==> src/hdl/assert_macros.svh <==
// ----------------------------------------------------------------------------
// Assertion macros
// Clocked concurrent assertion helpers, reset-qualified on arst_n.
// ----------------------------------------------------------------------------
`ifndef ASSERT_MACROS_SVH
`define ASSERT_MACROS_SVH

// Property must hold at every clock edge outside reset.
`define ASSERT_CLK(label, prop, msg) \
	label: assert property (@(posedge clk) disable iff (!arst_n) prop) \
		else $error(msg);

// Expression must never be true outside reset.
`define ASSERT_NEVER(label, expr, msg) \
	`ASSERT_CLK(label, !(expr), msg)

`endif

==> src/hdl/tsrl_pkg.sv <==
// ----------------------------------------------------------------------------
// tsrl_pkg
// Shared types and constants for the tour segment reversal length block.
// ----------------------------------------------------------------------------
package tsrl_pkg;

	localparam int CITY_COUNT_DEF = 64;
	localparam int COORD_BITS_DEF = 10;

	localparam int REQ_W      = 2;
	localparam int IDX_W      = 6;
	localparam int COORD_IN_W = 10;
	localparam int LEN_W      = 17;

	localparam logic [LEN_W-1:0] LEN_MAX = '1;

	typedef enum logic [REQ_W-1:0] {
		REQ_LOAD = 2'd0,
		REQ_MOVE = 2'd1,
		REQ_READ = 2'd2,
		REQ_NONE = 2'd3
	} req_t;

	typedef struct packed {
		logic accept;
		logic load_wr;
		logic inval;
		logic walk_init;
		logic walk_issue;
		logic clr_step;
		logic swap_rd;
		logic swap_wr_hi;
		logic swap_wr_lo;
		logic rd_issue;
		logic set_before;
		logic set_after;
		logic set_city;
		logic out_push;
	} dp_cmd_t;

	typedef struct packed {
		logic k_last;
		logic len_valid;
		logic walk_done;
		logic idx_ok;
		logic move_ok;
		logic swap_any;
		logic swap_more;
		logic out_free;
	} dp_stat_t;

endpackage

==> src/hdl/tsrl_ctrl.sv <==
// ----------------------------------------------------------------------------
// tsrl_ctrl
// Request sequencer: clear pass, loads, length walks, segment swaps, reads, result push.
// ----------------------------------------------------------------------------
`include "assert_macros.svh"

module tsrl_ctrl
	import tsrl_pkg::*;
(
	input  logic             clk,
	input  logic             arst_n,
	input  logic             in_valid,
	output logic             in_stall,
	input  logic [REQ_W-1:0] req_type,
	input  dp_stat_t         stat,
	output dp_cmd_t          cmd
);

	typedef enum logic [3:0] {
		S_CLEAR,
		S_IDLE,
		S_DECODE,
		S_WALK1,
		S_WAIT1,
		S_BEFORE,
		S_SW_RD,
		S_SW_WH,
		S_SW_WL,
		S_WALK2,
		S_WAIT2,
		S_AFTER,
		S_RD_WAIT,
		S_DONE
	} state_t;

	state_t state_q, state_d;
	req_t   req_q;
	logic   accept;

	assign in_stall = (state_q != S_IDLE);
	assign accept   = in_valid && !in_stall;

	always_comb begin
		cmd     = '0;
		state_d = state_q;
		case (state_q)
			S_CLEAR: begin
				cmd.clr_step = 1'b1;
				if (stat.k_last) begin
					state_d = S_IDLE;
				end
			end
			S_IDLE: begin
				if (accept) begin
					cmd.accept = 1'b1;
					state_d    = S_DECODE;
				end
			end
			S_DECODE: begin
				case (req_q)
					REQ_LOAD: begin
						if (stat.idx_ok) begin
							cmd.load_wr = 1'b1;
							cmd.inval   = 1'b1;
						end
						state_d = S_DONE;
					end
					REQ_MOVE: begin
						state_d = stat.len_valid ? S_BEFORE : S_WALK1;
					end
					REQ_READ: begin
						if (stat.idx_ok) begin
							cmd.rd_issue = 1'b1;
							state_d      = S_RD_WAIT;
						end else begin
							state_d = S_DONE;
						end
					end
					default: begin
						state_d = S_DONE;
					end
				endcase
			end
			S_WALK1: begin
				cmd.walk_issue = 1'b1;
				if (stat.k_last) begin
					state_d = S_WAIT1;
				end
			end
			S_WAIT1: begin
				if (stat.walk_done) begin
					state_d = S_BEFORE;
				end
			end
			S_BEFORE: begin
				cmd.set_before = 1'b1;
				cmd.walk_init  = 1'b1;
				if (!stat.move_ok) begin
					state_d = S_AFTER;
				end else begin
					cmd.inval = 1'b1;
					state_d   = stat.swap_any ? S_SW_RD : S_WALK2;
				end
			end
			S_SW_RD: begin
				cmd.swap_rd = 1'b1;
				state_d     = S_SW_WH;
			end
			S_SW_WH: begin
				cmd.swap_wr_hi = 1'b1;
				state_d        = S_SW_WL;
			end
			S_SW_WL: begin
				cmd.swap_wr_lo = 1'b1;
				state_d        = stat.swap_more ? S_SW_RD : S_WALK2;
			end
			S_WALK2: begin
				cmd.walk_issue = 1'b1;
				if (stat.k_last) begin
					state_d = S_WAIT2;
				end
			end
			S_WAIT2: begin
				if (stat.walk_done) begin
					state_d = S_AFTER;
				end
			end
			S_AFTER: begin
				cmd.set_after = 1'b1;
				state_d       = S_DONE;
			end
			S_RD_WAIT: begin
				cmd.set_city = 1'b1;
				state_d      = S_DONE;
			end
			S_DONE: begin
				if (stat.out_free) begin
					cmd.out_push = 1'b1;
					state_d      = S_IDLE;
				end
			end
			default: begin
				state_d = S_IDLE;
			end
		endcase
	end

	always_ff @(posedge clk or negedge arst_n) begin
		if (!arst_n) begin
			state_q <= S_CLEAR;
			req_q   <= REQ_LOAD;
		end else begin
			state_q <= state_d;
			if (accept) begin
				req_q <= req_t'(req_type);
			end
		end
	end

	`ASSERT_CLK(a_cmd_excl, $onehot0({cmd.clr_step, cmd.walk_issue, cmd.swap_rd, cmd.swap_wr_hi, cmd.swap_wr_lo, cmd.rd_issue}), "tsrl_ctrl: conflicting memory commands")
	`ASSERT_CLK(a_push_free, cmd.out_push |-> stat.out_free, "tsrl_ctrl: push into full output")
	`ASSERT_CLK(a_accept_decode, accept |=> (state_q == S_DECODE), "tsrl_ctrl: request not decoded")

endmodule

==> src/hdl/tsrl_dp.sv <==
// ----------------------------------------------------------------------------
// tsrl_dp
// Tour and coordinate memories, length walk pipeline, swap pointers, results.
// ----------------------------------------------------------------------------
`include "assert_macros.svh"

module tsrl_dp
	import tsrl_pkg::*;
#(
	parameter int CITY_COUNT = CITY_COUNT_DEF,
	parameter int COORD_BITS = COORD_BITS_DEF
) (
	input  logic                  clk,
	input  logic                  arst_n,
	input  dp_cmd_t               cmd,
	output dp_stat_t              stat,
	input  logic [IDX_W-1:0]      city_index,
	input  logic [IDX_W-1:0]      pos_a,
	input  logic [IDX_W-1:0]      pos_b,
	input  logic [COORD_IN_W-1:0] coord_x,
	input  logic [COORD_IN_W-1:0] coord_y,
	output logic                  out_valid,
	input  logic                  out_stall,
	output logic [LEN_W-1:0]      length_before,
	output logic [LEN_W-1:0]      length_after,
	output logic [IDX_W-1:0]      tour_city
);

	localparam int POS_W = $clog2(CITY_COUNT);
	localparam int SUM_W = COORD_BITS + 1 + POS_W;
	localparam int XY_W  = 2 * COORD_BITS;
	localparam logic [POS_W-1:0] POS_LAST = POS_W'(CITY_COUNT - 1);

	// request capture
	logic [IDX_W-1:0]            idx_q;
	logic [POS_W-1:0]            lo_q, hi_q;
	logic [COORD_BITS-1:0]       cx_q, cy_q;
	logic                        idx_ok_q, move_ok_q;
	logic [IDX_W-1:0]            lo_in, hi_in;
	logic [POS_W+IDX_W-1:0]      lo_ext, hi_ext, idx_ext;
	logic [COORD_BITS+COORD_IN_W-1:0] cx_ext, cy_ext;
	logic [POS_W-1:0]            idx_pos;

	assign lo_in   = (pos_a < pos_b) ? pos_a : pos_b;
	assign hi_in   = (pos_a < pos_b) ? pos_b : pos_a;
	assign lo_ext  = {{POS_W{1'b0}}, lo_in};
	assign hi_ext  = {{POS_W{1'b0}}, hi_in};
	assign idx_ext = {{POS_W{1'b0}}, idx_q};
	assign idx_pos = idx_ext[POS_W-1:0];
	assign cx_ext  = {{COORD_BITS{1'b0}}, coord_x};
	assign cy_ext  = {{COORD_BITS{1'b0}}, coord_y};

	// memories
	logic [POS_W-1:0] tour_mem [CITY_COUNT];
	logic [XY_W-1:0]  xy_mem [CITY_COUNT];
	logic [POS_W-1:0] rda_q, rdb_q;
	logic [XY_W-1:0]  xy_q;
	logic [POS_W-1:0] rda_addr, t_waddr, t_wdata;
	logic             rda_en, t_we;
	logic [POS_W-1:0] k_q;

	// walk pipeline
	logic                  v_s1, first_s1, last_s1;
	logic                  v_s2, first_s2, last_s2;
	logic                  close_s3, fin_s4, done_s5;
	logic [XY_W-1:0]       first_q, prev_q, opp;
	logic [COORD_BITS-1:0] dx, dy;
	logic [COORD_BITS:0]   edge_dist;
	logic [SUM_W-1:0]      sum_q;
	logic [SUM_W+LEN_W-1:0] sum_ext;
	logic [LEN_W-1:0]      sat_len;
	logic [LEN_W-1:0]      cached_q;
	logic                  len_valid_q;

	// results
	logic [LEN_W-1:0]       before_q, after_q;
	logic [IDX_W-1:0]       city_q;
	logic [POS_W+IDX_W-1:0] city_ext;
	logic                   out_valid_q;
	logic [LEN_W-1:0]       length_before_q, length_after_q;
	logic [IDX_W-1:0]       tour_city_q;

	always_ff @(posedge clk) begin
		if (cmd.accept) begin
			idx_q     <= city_index;
			lo_q      <= lo_ext[POS_W-1:0];
			hi_q      <= hi_ext[POS_W-1:0];
			cx_q      <= cx_ext[COORD_BITS-1:0];
			cy_q      <= cy_ext[COORD_BITS-1:0];
			idx_ok_q  <= (32'(city_index) < 32'(CITY_COUNT));
			move_ok_q <= (32'(pos_a) < 32'(CITY_COUNT)) && (32'(pos_b) < 32'(CITY_COUNT));
		end else if (cmd.swap_wr_lo) begin
			lo_q <= lo_q + POS_W'(1);
			hi_q <= hi_q - POS_W'(1);
		end
	end

	always_comb begin
		rda_en = cmd.walk_issue || cmd.swap_rd || cmd.rd_issue;
		if (cmd.walk_issue) begin
			rda_addr = k_q;
		end else if (cmd.swap_rd) begin
			rda_addr = lo_q;
		end else begin
			rda_addr = idx_pos;
		end
		t_we = cmd.clr_step || cmd.swap_wr_hi || cmd.swap_wr_lo;
		if (cmd.clr_step) begin
			t_waddr = k_q;
			t_wdata = k_q;
		end else if (cmd.swap_wr_hi) begin
			t_waddr = hi_q;
			t_wdata = rda_q;
		end else begin
			t_waddr = lo_q;
			t_wdata = rdb_q;
		end
	end

	always_ff @(posedge clk) begin
		if (t_we) begin
			tour_mem[t_waddr] <= t_wdata;
		end
		if (rda_en) begin
			rda_q <= tour_mem[rda_addr];
		end
		if (cmd.swap_rd) begin
			rdb_q <= tour_mem[hi_q];
		end
	end

	always_ff @(posedge clk) begin
		if (cmd.clr_step) begin
			xy_mem[k_q] <= '0;
		end else if (cmd.load_wr) begin
			xy_mem[idx_pos] <= {cx_q, cy_q};
		end
		if (v_s1) begin
			xy_q <= xy_mem[rda_q];
		end
	end

	always_ff @(posedge clk or negedge arst_n) begin
		if (!arst_n) begin
			k_q <= '0;
		end else if (cmd.accept || cmd.walk_init) begin
			k_q <= '0;
		end else if (cmd.clr_step || cmd.walk_issue) begin
			k_q <= k_q + POS_W'(1);
		end
	end

	// edge distance: previous city against current, or last against first
	assign opp  = close_s3 ? first_q : xy_q;
	assign dx   = (prev_q[XY_W-1:COORD_BITS] > opp[XY_W-1:COORD_BITS]) ?
		prev_q[XY_W-1:COORD_BITS] - opp[XY_W-1:COORD_BITS] :
		opp[XY_W-1:COORD_BITS] - prev_q[XY_W-1:COORD_BITS];
	assign dy   = (prev_q[COORD_BITS-1:0] > opp[COORD_BITS-1:0]) ?
		prev_q[COORD_BITS-1:0] - opp[COORD_BITS-1:0] :
		opp[COORD_BITS-1:0] - prev_q[COORD_BITS-1:0];
	assign edge_dist = {1'b0, dx} + {1'b0, dy};

	assign sum_ext = {{LEN_W{1'b0}}, sum_q};
	assign sat_len = (sum_ext > (SUM_W+LEN_W)'(LEN_MAX)) ? LEN_MAX : sum_ext[LEN_W-1:0];

	always_ff @(posedge clk or negedge arst_n) begin
		if (!arst_n) begin
			v_s1     <= 1'b0;
			first_s1 <= 1'b0;
			last_s1  <= 1'b0;
			v_s2     <= 1'b0;
			first_s2 <= 1'b0;
			last_s2  <= 1'b0;
			close_s3 <= 1'b0;
			fin_s4   <= 1'b0;
			done_s5  <= 1'b0;
		end else begin
			v_s1     <= cmd.walk_issue;
			first_s1 <= cmd.walk_issue && (k_q == '0);
			last_s1  <= cmd.walk_issue && (k_q == POS_LAST);
			v_s2     <= v_s1;
			first_s2 <= first_s1;
			last_s2  <= last_s1;
			close_s3 <= v_s2 && last_s2;
			fin_s4   <= close_s3;
			done_s5  <= fin_s4;
		end
	end

	always_ff @(posedge clk) begin
		if (v_s2) begin
			prev_q <= xy_q;
			if (first_s2) begin
				first_q <= xy_q;
				sum_q   <= '0;
			end else begin
				sum_q <= sum_q + SUM_W'(edge_dist);
			end
		end else if (close_s3) begin
			sum_q <= sum_q + SUM_W'(edge_dist);
		end
	end

	always_ff @(posedge clk or negedge arst_n) begin
		if (!arst_n) begin
			cached_q    <= '0;
			len_valid_q <= 1'b0;
		end else if (cmd.load_wr || cmd.inval) begin
			len_valid_q <= 1'b0;
		end else if (fin_s4) begin
			cached_q    <= sat_len;
			len_valid_q <= 1'b1;
		end
	end

	assign city_ext = {{IDX_W{1'b0}}, rda_q};

	always_ff @(posedge clk) begin
		if (cmd.accept) begin
			before_q <= '0;
			after_q  <= '0;
			city_q   <= '0;
		end else begin
			if (cmd.set_before) begin
				before_q <= cached_q;
			end
			if (cmd.set_after) begin
				after_q <= cached_q;
			end
			if (cmd.set_city) begin
				city_q <= city_ext[IDX_W-1:0];
			end
		end
	end

	always_ff @(posedge clk or negedge arst_n) begin
		if (!arst_n) begin
			out_valid_q <= 1'b0;
		end else if (cmd.out_push) begin
			out_valid_q <= 1'b1;
		end else if (!out_stall) begin
			out_valid_q <= 1'b0;
		end
	end

	always_ff @(posedge clk) begin
		if (cmd.out_push) begin
			length_before_q <= before_q;
			length_after_q  <= after_q;
			tour_city_q     <= city_q;
		end
	end

	assign out_valid     = out_valid_q;
	assign length_before = length_before_q;
	assign length_after  = length_after_q;
	assign tour_city     = tour_city_q;

	assign stat.k_last    = (k_q == POS_LAST);
	assign stat.len_valid = len_valid_q;
	assign stat.walk_done = done_s5;
	assign stat.idx_ok    = idx_ok_q;
	assign stat.move_ok   = move_ok_q;
	assign stat.swap_any  = (hi_q > lo_q);
	assign stat.swap_more = (({1'b0, hi_q} - (POS_W+1)'(1)) > ({1'b0, lo_q} + (POS_W+1)'(1)));
	assign stat.out_free  = !out_valid_q || !out_stall;

	`ASSERT_CLK(a_done_valid, done_s5 |-> len_valid_q, "tsrl_dp: walk done without valid length")
	`ASSERT_CLK(a_swap_order, (cmd.swap_wr_hi || cmd.swap_wr_lo) |-> (lo_q < hi_q), "tsrl_dp: swap pointers crossed")
	`ASSERT_NEVER(a_walk_overlap, close_s3 && v_s2, "tsrl_dp: closing edge overlaps walk")

endmodule

==> src/hdl/tour_segment_reversal_length.sv <==
// ----------------------------------------------------------------------------
// tour_segment_reversal_length
// Closed tour with coordinate table: loads, segment reversals with Manhattan
// tour length before and after, and position reads.
// ----------------------------------------------------------------------------
//  channel | signals                                               | dir
//  --------+-------------------------------------------------------+-----
//  request | in_valid in_stall req_type city_index pos_a pos_b     | in
//          | coord_x coord_y                                       |
//  result  | out_valid out_stall length_before length_after        | out
//          | tour_city                                             |
//
// After reset a clearing pass over every position sets the tour to identity
// and the coordinates to zero; in_stall stays high until it ends.
// A move walks the tour for the length before, swaps the segment pair by pair
// and walks again for the length after; each length walk streams the tour
// memory one position a cycle, and each swap costs a read and two writes on
// the single tour write port. A cached length skips the first walk. A new
// request is taken while a result waits on out_stall.
// ----------------------------------------------------------------------------
module tour_segment_reversal_length
	import tsrl_pkg::*;
#(
	parameter int CITY_COUNT = CITY_COUNT_DEF,
	parameter int COORD_BITS = COORD_BITS_DEF
) (
	input  logic                  clk,
	input  logic                  arst_n,
	input  logic                  in_valid,
	output logic                  in_stall,
	input  logic [REQ_W-1:0]      req_type,
	input  logic [IDX_W-1:0]      city_index,
	input  logic [IDX_W-1:0]      pos_a,
	input  logic [IDX_W-1:0]      pos_b,
	input  logic [COORD_IN_W-1:0] coord_x,
	input  logic [COORD_IN_W-1:0] coord_y,
	output logic                  out_valid,
	input  logic                  out_stall,
	output logic [LEN_W-1:0]      length_before,
	output logic [LEN_W-1:0]      length_after,
	output logic [IDX_W-1:0]      tour_city
);

	dp_cmd_t  cmd;
	dp_stat_t stat;

	tsrl_ctrl u_ctrl (
		.clk      (clk),
		.arst_n   (arst_n),
		.in_valid (in_valid),
		.in_stall (in_stall),
		.req_type (req_type),
		.stat     (stat),
		.cmd      (cmd)
	);

	tsrl_dp #(
		.CITY_COUNT (CITY_COUNT),
		.COORD_BITS (COORD_BITS)
	) u_dp (
		.clk           (clk),
		.arst_n        (arst_n),
		.cmd           (cmd),
		.stat          (stat),
		.city_index    (city_index),
		.pos_a         (pos_a),
		.pos_b         (pos_b),
		.coord_x       (coord_x),
		.coord_y       (coord_y),
		.out_valid     (out_valid),
		.out_stall     (out_stall),
		.length_before (length_before),
		.length_after  (length_after),
		.tour_city     (tour_city)
	);

endmodule
==> config.mk <==
export PLATFORM = sky130hd
export DESIGN_NAME = tour_segment_reversal_length
export DESIGN_NICKNAME = d
export VERILOG_FILES = /design/src/hdl/tsrl_pkg.sv /design/src/hdl/tsrl_ctrl.sv /design/src/hdl/tsrl_dp.sv /design/src/hdl/tour_segment_reversal_length.sv
export VERILOG_INCLUDE_DIRS = /design/src /design/src/hdl
export SDC_FILE = /design/constraint.sdc
export NUM_CORES = 2
export LEC_CHECK = 0
export BUFFER_PORTS_ARGS = -buffer_cell sky130_fd_sc_hd__buf_2
export CELL_PAD_IN_SITES_DETAIL_PLACEMENT = 1
export CELL_PAD_IN_SITES_GLOBAL_PLACEMENT = 1
export CORE_MARGIN = 2
export CORE_UTILIZATION = 45
export DETAILED_ROUTE_END_ITERATION = 8
export PLACE_DENSITY_LB_ADDON = 0.12
export SYNTH_ARGS = -nofsm -noshare
export SYNTH_HDL_FRONTEND = slang
export SYNTH_HIERARCHICAL = 1
export SYNTH_SLANG_ARGS = --single-unit
==> constraint.sdc <==
create_clock -name clk -period 7.17 [get_ports clk]
set_clock_uncertainty 0.2 [all_clocks]
set_input_delay 0.717 -clock clk [delete_from_list [all_inputs] [get_ports clk]]
set_output_delay 0.717 -clock clk [all_outputs]
set_load 0.1 [all_outputs]
# Word level (Yosys, flattened, before mapping)
# Memory sizes are Yosys's and may differ from the RTL's. A register that Yosys moved wholly into a read port is not among the register bits.
# Cells that the tools add are included.
# totals
n_memories,2
register_bits,215
out_inout_bits,42
word_cells,166
input_bits,44
ramBits,1664
# classes
n_reduce_logical,28
eq_ne,25
bitwise,1
n_lt_le_gt_ge,6
add_sub_neg,11
n_mux,64
# memory_table
memory,words,width,read_ports,rd_ports_with_merged_regs,write_ports,line,source
u_dp.xy_mem,64,20,1,1,1,tsrl_dp.sv:55,logic [XY_W-1:0] xy_mem [CITY_COUNT];
u_dp.tour_mem,64,6,2,2,1,tsrl_dp.sv:54,logic [POS_W-1:0] tour_mem [CITY_COUNT];
# op_table
cell,n
6-bit 2-to-1 mux,15
17-bit 2-to-1 mux,4
4-bit one-hot mux with 13 select lines,1
20-bit 2-to-1 mux,2
10-bit subtractor,4
4-bit 2-to-1 mux,9
1-bit 2-to-1 mux,27
"4-bit == test, second input constant",6
10-bit greater-than comparator,2
10-bit 2-to-1 mux,2
20-bit OR reduction,1
17-bit by 11-bit adder with 17-bit output,1
"17-bit greater-than comparator, second input constant",1
"4-bit by 3-bit == test with 1-bit output, second input constant",4
"6-bit by 1-bit adder with 6-bit output, second input constant",2
10-bit by 10-bit adder with 11-bit output,1
"4-bit by 2-bit == test with 1-bit output, second input constant",2
1-bit logical OR,8
"2-bit by 1-bit != test with 1-bit output, second input constant",4
"2-bit != test, second input constant",4
4-bit one-hot mux with 2 select lines,1
2-bit nonzero test,4
"6-bit by 1-bit adder with 7-bit output, second input constant",1
7-bit greater-than comparator,1
21 further kinds,28

# Logic depth before layout (Yosys ltp)
# logic_depth
ltp_word,8
depth_mapped,26
mapped_depth_nobuf,23

# Modules after synthesis
# The synthesis kept the hierarchy.
# modules_own_cells
mod,cells_each,seq_area_each_um2,n_inst,area_per_inst_um2
tsrl_dp,3763,56634.3,1,78534.1
tsrl_ctrl,100,150.1,1,732.0

# Worst setup path before layout
# Ideal clock, no wire load.
# synth_path
path_kind,register to register
start,register u_dp.close_s3
end,"register u_dp.sum_q[15], data pin"
n_path_buf,3
synth_period_minus_slack_ns,6.382
t_required_ns,6.676
arrival_time_ns,5.887
path_stages_with_launch,26
setup_slack_ns,0.788
setup_ns,0.294
cell_sequence,dfrtp_1 clkbuf_1 buf_1 mux2i_1 inv_1 ha_1 inv_1 fa_1 a21o_1 a21oi_1 o21ai_0 a221o_1 a21oi_2 buf_2 mux2_2 fa_1 ha_1 fa_1 a21o_1 a21oi_1 o21bai_1 a2111oi_0 o41ai_1 nand3_1 xor2_1 nor2_1
# synth_via
elab_chain_len,7
elab_cells_between_ends,14
classes_between,add/sub: 6; order compare: 2; mux: 6
# synth_lines
element,line,source
from (decl),tsrl_dp.sv:65,"logic close_s3, fin_s4, done_s5;"
from (signal assigned),tsrl_dp.sv:184,close_s3 <= v_s2 && last_s2;
20-bit 2-to-1 mux (*),tsrl_dp.sv:154,assign opp = close_s3 ? first_q : xy_q;
"10-bit subtractor, or another cell as far along",tsrl_dp.sv:157,opp[XY_W-1:COORD_BITS] - prev_q[XY_W-1:COORD_BITS];
10-bit 2-to-1 mux (on tied branches),"tsrl_dp.sv:155, tsrl_dp.sv:158",
10-bit by 10-bit adder with 11-bit output (*),tsrl_dp.sv:161,"assign edge_dist = {1'b0, dx} + {1'b0, dy};"
17-bit by 11-bit adder with 17-bit output (*),"tsrl_dp.sv:197, tsrl_dp.sv:200",
17-bit 2-to-1 mux (on tied branches),"tsrl_dp.sv:199, tsrl_dp.sv:193",
17-bit 2-to-1 mux (*),tsrl_dp.sv:191,if (v_s2) begin
to (signal assigned),tsrl_dp.sv:197,sum_q <= sum_q + SUM_W'(edge_dist);
to (signal assigned),tsrl_dp.sv:200,sum_q <= sum_q + SUM_W'(edge_dist);
to (decl),tsrl_dp.sv:69,logic [SUM_W-1:0] sum_q;
# Mark *: on every way between the ends. The rest lies on a longest branch, timed or not. The select of a mux whose other input is x is not followed.
# A chain may end at the register's enable or synchronous reset.

# Worst setup path in the final report
# Same ends and word-level chain as after synthesis.

==> run metrics <==
crit path DAT ~6800 ps; initial antenna violation count 14; Starting Density a little under half; most frequent cells in the layout 1,831 x edfxtp_1, 629 x mux4_2, 200 x clkbuf_16, 164 x nor2_1, 113 x buf_4; NumNets Final between 4,000 and 5,000; worst slew pin tran 1390 ps; Syn-to-layout area delta 13.2%; #FFs+latches synth approximately 1,900; HP Class in2reg; fin crit period between 6000 and 7000 ps; CORE AREA approximately 180,000 um2; share of cells above drive strength 1 slightly below 30%; Synth Warn # 6; first-pass GRT wire length 306 mm; full die area 180,000 um2; synthesized area 79,300 um2; status completed; CP Capture Type register; CTS tree done; synth unique cells 69; multiplexer area fraction after synthesis 19.7%; Req. time, crit path between 7000 and 8000 ps; post-DR wirelength/cell between 30 and 40 um; Place WS a little over 600 ps; port bufs 85; hold_ws 96.3 ps; Initial DRC Count 4,485; Synth async-reset ratio around 2.1%; die span in x 424 um; post-synthesis simple-gate area fraction ~2.8%; number of synthesized flops with an enable pin roughly 1,800; CTS resizes 0; largest net degree at the start of global routing between 100 and 150; vias in the first global route ~42,000; total gr overflow 0; DR vias/cell about 6.0; GRT Overall Usage roughly a quarter; pwr/cell area between 400 and 500 nW/um2; share of synthesized cell area in full adder, half adder and majority cells 1.55%; drt total wl 212 mm; DRC 0; cts bufs inserted 196; # clock sinks about 1,900; combinational family with the most area after synthesis multiplexers; slew margin rel. approximately 4.6%; Slew Limit Fails 0; post-synthesis sequential area ratio ~72%; RSZ-0062 raised after global routing no; critical path class reg2reg; Max IR drop VDD around 0.35 mV; Routed Antenna Nets 0; CP Launch Type register; Max Cap Viol 0; Mapped Cells approximately 3,900; Synth Area in XOR/XNOR less than 1%; dominant synthesized flop cell edfxtp_1; Compound-Gate Fraction of Synth Area 2.13%; # H-tree levels 4; clk slew on worst S/H paths about 60 ps; HPWL reported at the end of detailed placement 124 mm; fmax approximately 150 MHz; die height about 420 um; most common cell after layout, fill and taps aside edfxtp_1; Via Count ~40,000; average size of a mapped cell 20.5 um2; final hold violations 0; Leak a little under 30 nW; Routability Congestion between 0.8 and 0.9; FP Rows between 150 and 200; DRT Pass-1 Iters 5; worst setup margin 714 ps; worst-path maximum fanout 10; total negative slack 0 ps; postcts setup bufs 0; final setup fails 0; CTS root buf clkbuf_16; clk_lat worst skew ~850 ps; CTS Buffer Depth 3; Ports 86; Final period util between 90% and 100%
==> worst paths after layout <==
kind                                                 end  slack, ps  cells after the start                     from
setup / recovery                u_dp/sum_q[15]$_DFFE_PP_        710                     23  u_dp/close_s3$_DFF_PN0_
hold / removal                    u_dp/hi_q[3]$_DFFE_PP_        100                      3                 pos_b[3]
setup reg to reg                u_dp/sum_q[15]$_DFFE_PP_        710                     23  u_dp/close_s3$_DFF_PN0_
hold reg to reg                  u_dp/first_s2$_DFF_PN0_        140                      0  u_dp/first_s1$_DFF_PN0_
max in group asynchronous         u_dp/last_s2$_DFF_PN0_       5690                      2                   arst_n
min in group asynchronous  u_dp/cached_q[13]$_DFFE_PN0P_        410                      2                   arst_n
==> cells in the mapped netlist (all sizes together), types with 22 or more instances <==
master	number	area (um2)
o21ai	41	209
a21o	26	196
a21oi	65	329
and2	31	194
inv	104	390
dfxtp	40	801
ha	74	926
dfrtp	40	1000
a22oi	22	165
nand2	69	259
nor2b	30	188
mux2	30	342
buf	110	594
nor2	236	888
mux4	629	14200
xnor2	23	201
mux2i	112	1120
nand3	32	160
clkbuf	103	389
a211oi	22	165
edfxtp	1831	55000
==> where the power goes <==
group	switching (mW)	internal, mW
logic	8.13	5.60
clock network	4.39	5.72
registers	0.426	13.5
==> metal layers <==
| layer | vias to the layer above | part of all wire, % | GRT usage [%] |
|---|---|---|---|
| met2 | 1379 | 48 | 37.4 |
| met3 | 283 | 6.9 | 4.35 |
| met5 | - | 0.018 | 0 |
| li1 | 16400 | - | - |
| met4 | 6 | 2.0 | 5.69 |
| met1 | 21700 | 43 | 34.9 |
==> flip-flops by register name, summed over array words and instances (netlist names), 4 cells and up <==
| signal | flops |
|---|---|
| u_dp/city_q | 6 |
| u_dp/first_q | 20 |
| u_ctrl/state_q | 4 |
| u_dp/hi_q | 6 |
| u_dp/xy_q | 20 |
| u_dp/length_before | 17 |
| u_dp/rda_q | 6 |
| u_dp/cx_q | 10 |
| u_dp/cached_q | 17 |
| u_dp/after_q | 17 |
| u_dp/cy_q | 10 |
| u_dp/prev_q | 20 |
| u_dp/rdb_q | 6 |
| u_dp/xy_mem | 1280 |
| u_dp/lo_q | 6 |
| u_dp/sum_q | 17 |
| u_dp/idx_pos | 6 |
| u_dp/tour_mem | 384 |
| u_dp/tour_city | 6 |
| u_dp/length_after | 17 |
| u_dp/k_q | 6 |
| u_dp/before_q | 17 |
==> critical path, cell delays in order (launching register included) <==
cell       delay [ps]
dfrtp_1           380
buf_4             250
mux2i_1           270
inv_1              60
ha_1              320
a21o_1            210
a21oi_1           200
o21ai_0           170
a221o_1           350
a21oi_2           430
buf_4             250
mux2i_1           410
nand2_1           120
xnor2_1           180
fa_1              500
inv_1              40
ha_1              310
inv_1              80
o21bai_1          200
a2111oi_0         170
o41ai_1           680
nand3_1           180
xor2_1            180
nor2_1             50
==> what timing repair did <==
action                                  4_1_cts  5_1_grt
hold endpoints to repair                     69        0
hold buffers                                 30        0
endpoints found under the setup margin        0        0
==> cell type report <==
type	instances	area, um2
sequential	1911	56800
tap	2340	2930
inverter	104	392
fill	15500	85800
antenna	5	12.5
multi-input combinational	1636	21500
clock inverter	126	1150
clock buffer	238	5180
timing repair buffer	241	1830
==> logic make-up (layout without fill, tap and decap cells) <==
family / count (synthesis) / count (layout)
other: 1 / 7
adders and majority gates: 89 / 89
buffers and inverters: 317 / 709
xor gates and xnor gates: 36 / 36
AOI/OAI and AO/OA: 252 / 252
DFF: 1911 / 1911
and+or+nand+nor: 486 / 486
muxes: 771 / 771
==> per-stage QoR <==
| step | cells | util (%) | area (um2) | power (mW) |
|---|---|---|---|---|
| finish | 6601 | 51.1 | 89700 | 37.8 |
| global route | 6597 | 51.1 | 89700 | 39.5 |
| global placement | 6202 | 47.3 | 83100 | 27.9 |
| CTS | 6596 | 51.1 | 89700 | 38.2 |
| floorplan | 3864 | - | 79300 | 23.4 |
| detailed placement | 6202 | 47.3 | 83100 | 28.0 |
Note: power is estimated with default switching activity, not from simulation.
